<file path="src/hdl/elf64_hdr_pkg.sv">
// ----------------------------------------------------------------------------
// ELF64 header parser package
// Shared constants, field layout table and result record for the parser.
// ----------------------------------------------------------------------------
`default_nettype none

package elf64_hdr_pkg;

  localparam int unsigned HDR_LEN    = 64;
  localparam int unsigned FIELD_BASE = 16;
  localparam int unsigned NUM_FIELDS = 13;

  localparam logic [6:0] HDR_LEN_B    = 7'(HDR_LEN);
  localparam logic [6:0] FIELD_BASE_B = 7'(FIELD_BASE);
  localparam logic [3:0] LAST_FIELD   = 4'(NUM_FIELDS - 1);

  // Magic bytes
  localparam logic [7:0] MAGIC0 = 8'h7F;
  localparam logic [7:0] MAGIC1 = 8'h45;
  localparam logic [7:0] MAGIC2 = 8'h4C;
  localparam logic [7:0] MAGIC3 = 8'h46;

  // Identification byte values
  localparam logic [7:0] CLASS_32  = 8'd1;
  localparam logic [7:0] CLASS_64  = 8'd2;
  localparam logic [7:0] DATA_LSB  = 8'd1;
  localparam logic [7:0] DATA_MSB  = 8'd2;
  localparam logic [7:0] EV_CURR   = 8'd1;
  localparam logic [7:0] ABI_SYSV  = 8'd0;

  // Identification byte offsets
  localparam logic [6:0] OFF_MAGIC_END = 7'd3;
  localparam logic [6:0] OFF_CLASS     = 7'd4;
  localparam logic [6:0] OFF_DATA      = 7'd5;
  localparam logic [6:0] OFF_VERSION   = 7'd6;
  localparam logic [6:0] OFF_ABI       = 7'd7;

  // Error codes
  localparam logic [2:0] ERR_OK      = 3'd0;
  localparam logic [2:0] ERR_MAGIC   = 3'd1;
  localparam logic [2:0] ERR_32BIT   = 3'd2;
  localparam logic [2:0] ERR_CLASS   = 3'd3;
  localparam logic [2:0] ERR_ENDIAN  = 3'd4;
  localparam logic [2:0] ERR_VERSION = 3'd5;
  localparam logic [2:0] ERR_ABI     = 3'd6;

  typedef struct packed {
    logic [3:0]  field_id;
    logic [63:0] field_value;
    logic [2:0]  error_code;
    logic        last;
  } result_t;

  // First byte offset of each field; index NUM_FIELDS gives the header end
  function automatic logic [6:0] field_start(input logic [3:0] k);
    logic [6:0] s;
    unique case (k)
      4'd0:    s = 7'd16;
      4'd1:    s = 7'd18;
      4'd2:    s = 7'd20;
      4'd3:    s = 7'd24;
      4'd4:    s = 7'd32;
      4'd5:    s = 7'd40;
      4'd6:    s = 7'd48;
      4'd7:    s = 7'd52;
      4'd8:    s = 7'd54;
      4'd9:    s = 7'd56;
      4'd10:   s = 7'd58;
      4'd11:   s = 7'd60;
      4'd12:   s = 7'd62;
      default: s = HDR_LEN_B;
    endcase
    return s;
  endfunction

  // Field that owns a byte offset in the field area
  function automatic logic [3:0] field_of(input logic [6:0] off);
    logic [3:0] k;
    k = 4'd0;
    for (int i = 1; i < NUM_FIELDS; i++) begin
      if (off >= field_start(4'(i))) begin
        k = 4'(i);
      end
    end
    return k;
  endfunction

  function automatic logic [7:0] magic_byte(input logic [1:0] idx);
    logic [7:0] m;
    unique case (idx)
      2'd0: m = MAGIC0;
      2'd1: m = MAGIC1;
      2'd2: m = MAGIC2;
      2'd3: m = MAGIC3;
    endcase
    return m;
  endfunction

endpackage

`default_nettype wire

</file>
<file path="src/hdl/elf64_header_field_extractor.sv">
// ----------------------------------------------------------------------------
// ELF64 header field extractor
// Streams the 64-byte ELF64 file header in, one byte per transaction on the
// slave side; tuser bit 0 marks the first byte of a new header. After the
// identification checks (magic, 64-bit class, endianness, version, ABI) the
// thirteen header fields are emitted on the master side in header order,
// one transaction per field, assembled in the header's byte order. tlast
// marks the final field (section string index) or an error transaction.
// After an error or a complete header, bytes are dropped until a start mark.
// A result goes into the output register, or into the skid register while the
// output waits. Throughput: one byte per cycle while s_tready is high, set by
// the combinational parse step between the state and output registers.
// A two-entry output buffer (output register plus skid) keeps s_tready high
// while one result waits; s_tready falls only when both are full.
// Reset clears the parse state to offset 0 and empties the output buffer;
// bytes after reset parse from offset 0 even without a start mark.
// ----------------------------------------------------------------------------
`default_nettype none

module elf64_header_field_extractor
  import elf64_hdr_pkg::*;
(
  input  wire logic        clk,
  input  wire logic        rst,
  input  wire logic        s_tvalid,
  output logic             s_tready,
  input  wire logic [7:0]  s_tdata,   // [7:0] header_byte
  input  wire logic        s_tuser,   // [0] start_req
  output logic             m_tvalid,
  input  wire logic        m_tready,
  output logic [71:0]      m_tdata,   // [3:0] field_id, [67:4] field_value,
                                      // [70:68] error_code, [71] zero
  output logic             m_tlast    // last
);

  logic    in_accept;
  logic    out_pop;
  logic    res_valid;
  result_t res;
  result_t out_res;
  result_t skid_res;
  logic    skid_valid;

  assign s_tready  = !skid_valid;
  assign in_accept = s_tvalid && s_tready;
  assign out_pop   = m_tvalid && m_tready;

  elf64_hdr_parse u_parse (
    .clk         (clk),
    .rst         (rst),
    .accept      (in_accept),
    .header_byte (s_tdata),
    .start_req   (s_tuser),
    .res_valid   (res_valid),
    .res         (res)
  );

  // Output register with skid stage
  always_ff @(posedge clk) begin
    if (rst) begin
      m_tvalid   <= 1'b0;
      skid_valid <= 1'b0;
    end else if (skid_valid) begin
      if (out_pop) begin
        out_res    <= skid_res;
        skid_valid <= 1'b0;
      end
    end else if (in_accept && res_valid) begin
      if (!m_tvalid || out_pop) begin
        out_res  <= res;
        m_tvalid <= 1'b1;
      end else begin
        skid_res   <= res;
        skid_valid <= 1'b1;
      end
    end else if (out_pop) begin
      m_tvalid <= 1'b0;
    end
  end

  assign m_tdata = {1'b0, out_res.error_code, out_res.field_value, out_res.field_id};
  assign m_tlast = out_res.last;

endmodule

`default_nettype wire

</file>
<file path="src/hdl/elf64_hdr_parse.sv">
// ----------------------------------------------------------------------------
// ELF64 header parser core
// Holds the parse state and works out the result of one header byte.
// ----------------------------------------------------------------------------
`default_nettype none

module elf64_hdr_parse
  import elf64_hdr_pkg::*;
(
  input  wire logic        clk,
  input  wire logic        rst,
  input  wire logic        accept,
  input  wire logic [7:0]  header_byte,
  input  wire logic        start_req,
  output logic             res_valid,
  output result_t          res
);

  logic [6:0]  byte_offset, byte_offset_next;
  logic [63:0] field_accumulator, field_accumulator_next;
  logic        magic_ok, magic_ok_next;
  logic        big_endian, big_endian_next;
  logic        halted, halted_next;

  logic [6:0]  off_cur;
  logic [63:0] acc_cur;
  logic        mok_cur;
  logic        be_cur;
  logic        halt_cur;
  logic [3:0]  k;
  logic [6:0]  k_start;
  logic [6:0]  k_end;
  logic [6:0]  pos;
  logic [63:0] acc_base;
  logic [63:0] acc_val;
  logic        mok_upd;

  // Apply a start request before the byte is looked at
  always_comb begin
    off_cur  = start_req ? 7'd0 : byte_offset;
    acc_cur  = start_req ? 64'd0 : field_accumulator;
    mok_cur  = start_req | magic_ok;
    be_cur   = start_req ? 1'b0 : big_endian;
    halt_cur = start_req ? 1'b0 : halted;
  end

  // Locate the byte inside its field and merge it into the accumulator
  always_comb begin
    k        = field_of(off_cur);
    k_start  = field_start(k);
    k_end    = field_start(k + 4'd1);
    pos      = off_cur - k_start;
    acc_base = (off_cur == k_start) ? 64'd0 : acc_cur;
    if (be_cur) begin
      acc_val = {acc_base[55:0], header_byte};
    end else begin
      acc_val = acc_base | ({56'd0, header_byte} << {pos[2:0], 3'b000});
    end
    mok_upd = mok_cur & (header_byte == magic_byte(off_cur[1:0]));
  end

  // Decide the next state and the result of this byte
  always_comb begin
    byte_offset_next       = off_cur;
    field_accumulator_next = acc_cur;
    magic_ok_next          = mok_cur;
    big_endian_next        = be_cur;
    halted_next            = halt_cur;
    res_valid              = 1'b0;
    res                    = '0;

    if (halt_cur || off_cur >= HDR_LEN_B) begin
      halted_next = 1'b1;
    end else begin
      byte_offset_next = off_cur + 7'd1;
      if (off_cur <= OFF_MAGIC_END) begin
        magic_ok_next = mok_upd;
        if (off_cur == OFF_MAGIC_END && !mok_upd) begin
          res_valid        = 1'b1;
          res.error_code   = ERR_MAGIC;
        end
      end else if (off_cur == OFF_CLASS) begin
        if (header_byte == CLASS_32) begin
          res_valid      = 1'b1;
          res.error_code = ERR_32BIT;
        end else if (header_byte != CLASS_64) begin
          res_valid      = 1'b1;
          res.error_code = ERR_CLASS;
        end
      end else if (off_cur == OFF_DATA) begin
        if (header_byte == DATA_LSB) begin
          big_endian_next = 1'b0;
        end else if (header_byte == DATA_MSB) begin
          big_endian_next = 1'b1;
        end else begin
          res_valid      = 1'b1;
          res.error_code = ERR_ENDIAN;
        end
      end else if (off_cur == OFF_VERSION) begin
        if (header_byte != EV_CURR) begin
          res_valid      = 1'b1;
          res.error_code = ERR_VERSION;
        end
      end else if (off_cur == OFF_ABI) begin
        if (header_byte != ABI_SYSV) begin
          res_valid      = 1'b1;
          res.error_code = ERR_ABI;
        end
      end else if (off_cur >= FIELD_BASE_B) begin
        // Field area: emit on the last byte of each field
        if (off_cur + 7'd1 == k_end) begin
          res_valid              = 1'b1;
          res.field_id           = k;
          res.field_value        = acc_val;
          res.error_code         = ERR_OK;
          res.last               = (k == LAST_FIELD);
          field_accumulator_next = 64'd0;
          if (k == LAST_FIELD) begin
            halted_next = 1'b1;
          end
        end else begin
          field_accumulator_next = acc_val;
        end
      end

      // Any check failure ends the header
      if (res_valid && res.error_code != ERR_OK) begin
        res.last    = 1'b1;
        halted_next = 1'b1;
      end
    end
  end

  // Advance parse state on each accepted byte
  always_ff @(posedge clk) begin
    if (rst) begin
      byte_offset       <= 7'd0;
      field_accumulator <= 64'd0;
      magic_ok          <= 1'b1;
      big_endian        <= 1'b0;
      halted            <= 1'b0;
    end else if (accept) begin
      byte_offset       <= byte_offset_next;
      field_accumulator <= field_accumulator_next;
      magic_ok          <= magic_ok_next;
      big_endian        <= big_endian_next;
      halted            <= halted_next;
    end
  end

endmodule

`default_nettype wire
</file>
<file path="config.mk">
export PLATFORM = sky130hd
export DESIGN_NAME = elf64_header_field_extractor
export DESIGN_NICKNAME = d
export VERILOG_FILES = /design/src/hdl/elf64_hdr_pkg.sv /design/src/hdl/elf64_header_field_extractor.sv /design/src/hdl/elf64_hdr_parse.sv
export SDC_FILE = /design/constraint.sdc
export NUM_CORES = 1
export LEC_CHECK = 0
export BUFFER_PORTS_ARGS = -buffer_cell sky130_fd_sc_hd__buf_2
export CAP_MARGIN = 20
export CORE_ASPECT_RATIO = 1.5
export CORE_MARGIN = 5
export CORE_UTILIZATION = 61
export CTS_CLUSTER_DIAMETER = 100
export DETAILED_ROUTE_END_ITERATION = 8
export PLACE_DENSITY = 0.86
export SLEW_MARGIN = 30
export SYNTH_ARGS = -nofsm -noshare
export SYNTH_HDL_FRONTEND = slang
export SYNTH_HIERARCHICAL = 1
export SYNTH_SLANG_ARGS = --single-unit
export TNS_END_PERCENT = 5
</file>
<file path="constraint.sdc">
create_clock -name clk -period 14.66 [get_ports clk]
set_input_delay 0.733 -clock clk [delete_from_list [all_inputs] [get_ports clk]]
set_output_delay 0.733 -clock clk [all_outputs]
set_load 0.01 [all_outputs]
</file>
==> reports/results.ini <==
[outcome]
outcome = finished clean

[clock_tree]
cts_tree = built
htree_num_levels = 1
numCtsBuffers = 20
clk_pin_slew_ps = 70
hold_buffers = 0
cts_root_buf = clkbuf_16
cts_setup_buffers = 0
cts_resized = 0
clk_latency_ps = 500
clock_sinks = 220
cts_max_path_buffers = 3

[sta]
tns_ps = 0
hold_viol_final = 0
finalWorstSetupSlack_ps = 9147
holdWs_ps = 463.8
worstMarginPinSlew_ps = 919.1
slew_headroom = 0.3872
fmaxAchievable_ghz = 0.1814
rsz0062_at_grt = no
skew_ps = 23.43
min_period_over_period = 0.3761
period_needed_ps = 5513
setup_viol = 0
final_max_slew_viol_count = 0

[global_route]
grt_overflow_total = 0
grt_pass1_vias = 9110
antenna_found_initial = 0
grt_pass1_wl_um = 50710
groute.usage.overall = 0.3017
grt_max_degree = 73

[drt]
drt_iter0_drc = 953
routedWlPerCell_um = 23.76
met2WireLength_um = 16030
drtPass1Iterations = 6
wl_met3_um = 2355
via_per_inst = 6.652
top_layer_used = met4
m1WireLength_um = 11470
vias = 9186
drcViolationCount = 0
wl_um = 32810
ant_nets = 0

[final_layout]
final_cells = 1381
area_delta_synth_final_pct = 10.77
nNetsFinal = 1139
diodes = 0
ff_latch_area_um2 = 5847
multi_input_area_um2 = 5142
fillCellCount = 1398
drive_gt1_frac = 0.2294

[pwr]
ir_worst_vdd_mv = 0.06713
leakage_uw = 0.004384
p_per_area_nw_per_um2 = 99.52

[placed_design]
gp_congestion = 0.9888
dp.cells = 1345
io_buffers = 86
dp_hpwl_um = 23320
post-place-ws_ps = 8796

[die]
die_h_um = 178.0
initial_utilization = 0.6190
core_um2 = 18550
die_area_um2 = 21720
std_cell_rows = 61
die_w_um = 122.0
io_pins = 88

[setup_path]
worstSetupPathType = register to register
cp-end-kind = register
reg2regPathDepth = 13
required_ps = 14760
crit_fanout = 72
reg2reg_to = m_tlast
arrival_ps = 5620
start_kind = register
rrSetupSlack_ps = 9150
r2r_start = u_parse/byte_offset[4]

[yosys]
synth_enable_flop_cells = 144
synthFlopType = edfxtp_1
synth.most_common_cell = edfxtp_1
syn_nets = 1085
synth_cells = 1061
synth.distinct_cells = 95
synth_area_per_cell_um2 = 10.82
yosys_warnings = 6
yosys.area.top_type = edfxtp_1
synth-seq-area-share = 0.5092
synth_seq_cells = 220
syn_area_um2 = 11480
synth.area.top_cells = edfxtp_1 38%, dfxtp_1 13%, mux2_2 7.2%, nand2_1 2.9%, nor2_1 2.8%
ys_top_cells_by_count = 144 x edfxtp_1, 89 x nand2_1, 87 x nor2_1
async_reset_ff_frac = 0
synth_top_area_frac = 0.3766

[worst_hold_path]
hp-class = register to register
min_path_cells = 2
worstHoldEndpoint = u_parse/field_accumulator[59]
hp-start = u_parse/field_accumulator[59]

[run]
drv_cap = 0

[cell usage in the layout, fill, tap and decap left out, types with 4 or more instances in the layout]
| cell type | netlist | routed |
|---|---|---|
| nor2b_1 | 32 | 32 |
| a222oi_1 | 6 | 6 |
| a221oi_1 | 14 | 14 |
| inv_1 | 40 | 40 |
| edfxtp_1 | 144 | 144 |
| mux2_2 | 73 | 73 |
| nor2_1 | 87 | 86 |
| o21ai_1 | 4 | 4 |
| nor3_1 | 22 | 22 |
| clkbuf_16 | 0 | 21 |
| a31oi_1 | 7 | 7 |
| a22oi_1 | 6 | 6 |
| a21oi_1 | 55 | 55 |
| a21oi_2 | 5 | 5 |
| o22ai_1 | 23 | 23 |
| buf_4 | 11 | 14 |
| nand2_1 | 89 | 89 |
| and2_1 | 15 | 15 |
| a211oi_1 | 9 | 9 |
| o211ai_1 | 6 | 6 |
| a21o_1 | 6 | 6 |
| or2_2 | 5 | 5 |
| nor4_1 | 5 | 5 |
| mux2i_1 | 21 | 21 |
| a22o_1 | 17 | 17 |
| buf_2 | 21 | 86 |
| o32ai_1 | 5 | 5 |
| o21ai_0 | 37 | 37 |
| nand4_1 | 6 | 6 |
| nand3_1 | 19 | 19 |
| o31ai_1 | 17 | 17 |
| a32o_1 | 10 | 10 |
| dfxtp_1 | 76 | 75 |
| o32a_1 | 4 | 4 |
| ha_1 | 11 | 11 |
| and3_1 | 9 | 9 |
| xnor2_1 | 6 | 6 |
| a221o_1 | 13 | 13 |
| nor3b_1 | 4 | 4 |
| or3_1 | 7 | 7 |
[state kept, by name, summed over array words and instances (netlist names), 7 cells and up]
signal	flops
u_parse/field_accumulator	64
m_tdata	71
skid_res	72
u_parse/byte_offset	7
[stage by stage]
| step | instance area, um^2 | util | power [uW] |
|---|---|---|---|
| floorplan | 11480 | - | 699.9 |
| global placement | 11990 | 0.6466 | 716.6 |
| detailed placement | 11990 | 0.6466 | 716.7 |
| CTS | 12710 | 0.6854 | 1271 |
| global route | 12720 | 0.6857 | 1302 |
| finish | 12720 | 0.6857 | 1266 |
[how the worst max path moves through the flow]
stage	end	slack, ps	start
3_3_place_gp	m_tdata[1]	9030	s_tuser
2_1_floorplan	skid_res[0]	2840	s_tuser
4_1_cts	m_tdata[1]	9160	u_parse/byte_offset[4]
3_5_place_dp	m_tdata[8]	8800	s_tuser
5_1_grt	m_tlast	8720	s_tuser
6_report	m_tlast	9150	u_parse/byte_offset[4]
[kinds of logic (layout without fill, tap and decap cells)]
group	after synthesis	in the layout	synth area share
fa+ha+maj	11	11	0.01199
simple gates	328	328	0.1442
buf+inv	110	178	0.04512
mux	94	94	0.08991
compound gates	287	287	0.1910
xor+xnor	10	10	0.008283
flops	220	220	0.5092
other cells	1	1	0.0003266
[area by class of cell]
type | count | share of cell area
clock buffer | 24 | 0.04457
multi-input combinational | 731 | 0.4044
tap | 252 | 0.02479
inverter | 42 | 0.01240
clock inverter | 12 | 0.01200
sequential | 220 | 0.4598
timing repair buffer | 100 | 0.04211
[worst max-delay path, cell delays in order (launching register included)]
cell and delay, ps:
dfxtp_1 780, or3b_4 500, a2111oi_4 440, ha_1 560, inv_1 170, o32ai_1 330, a311o_1 240, o211ai_2 120
a211oi_4 390, a31oi_1 150, nor2_1 150, nand3_1 200, a221oi_4 260, buf_4 700
[where the power goes]
group          leakage [uW]  switching [uW]  internal (uW)
Sequential          0.00201            3.00            654
Clock              0.000351             229            332
Combinational       0.00202            36.4           11.7
Total               0.00438             268            997
[layer usage]
layer	GRT usage	up-vias
met5	0	-
met4	0.2224	0
met3	0.03299	175
met2	0.5081	555
met1	0.3539	4312
li1	-	4144
Power figures use the tool's default switching activity.
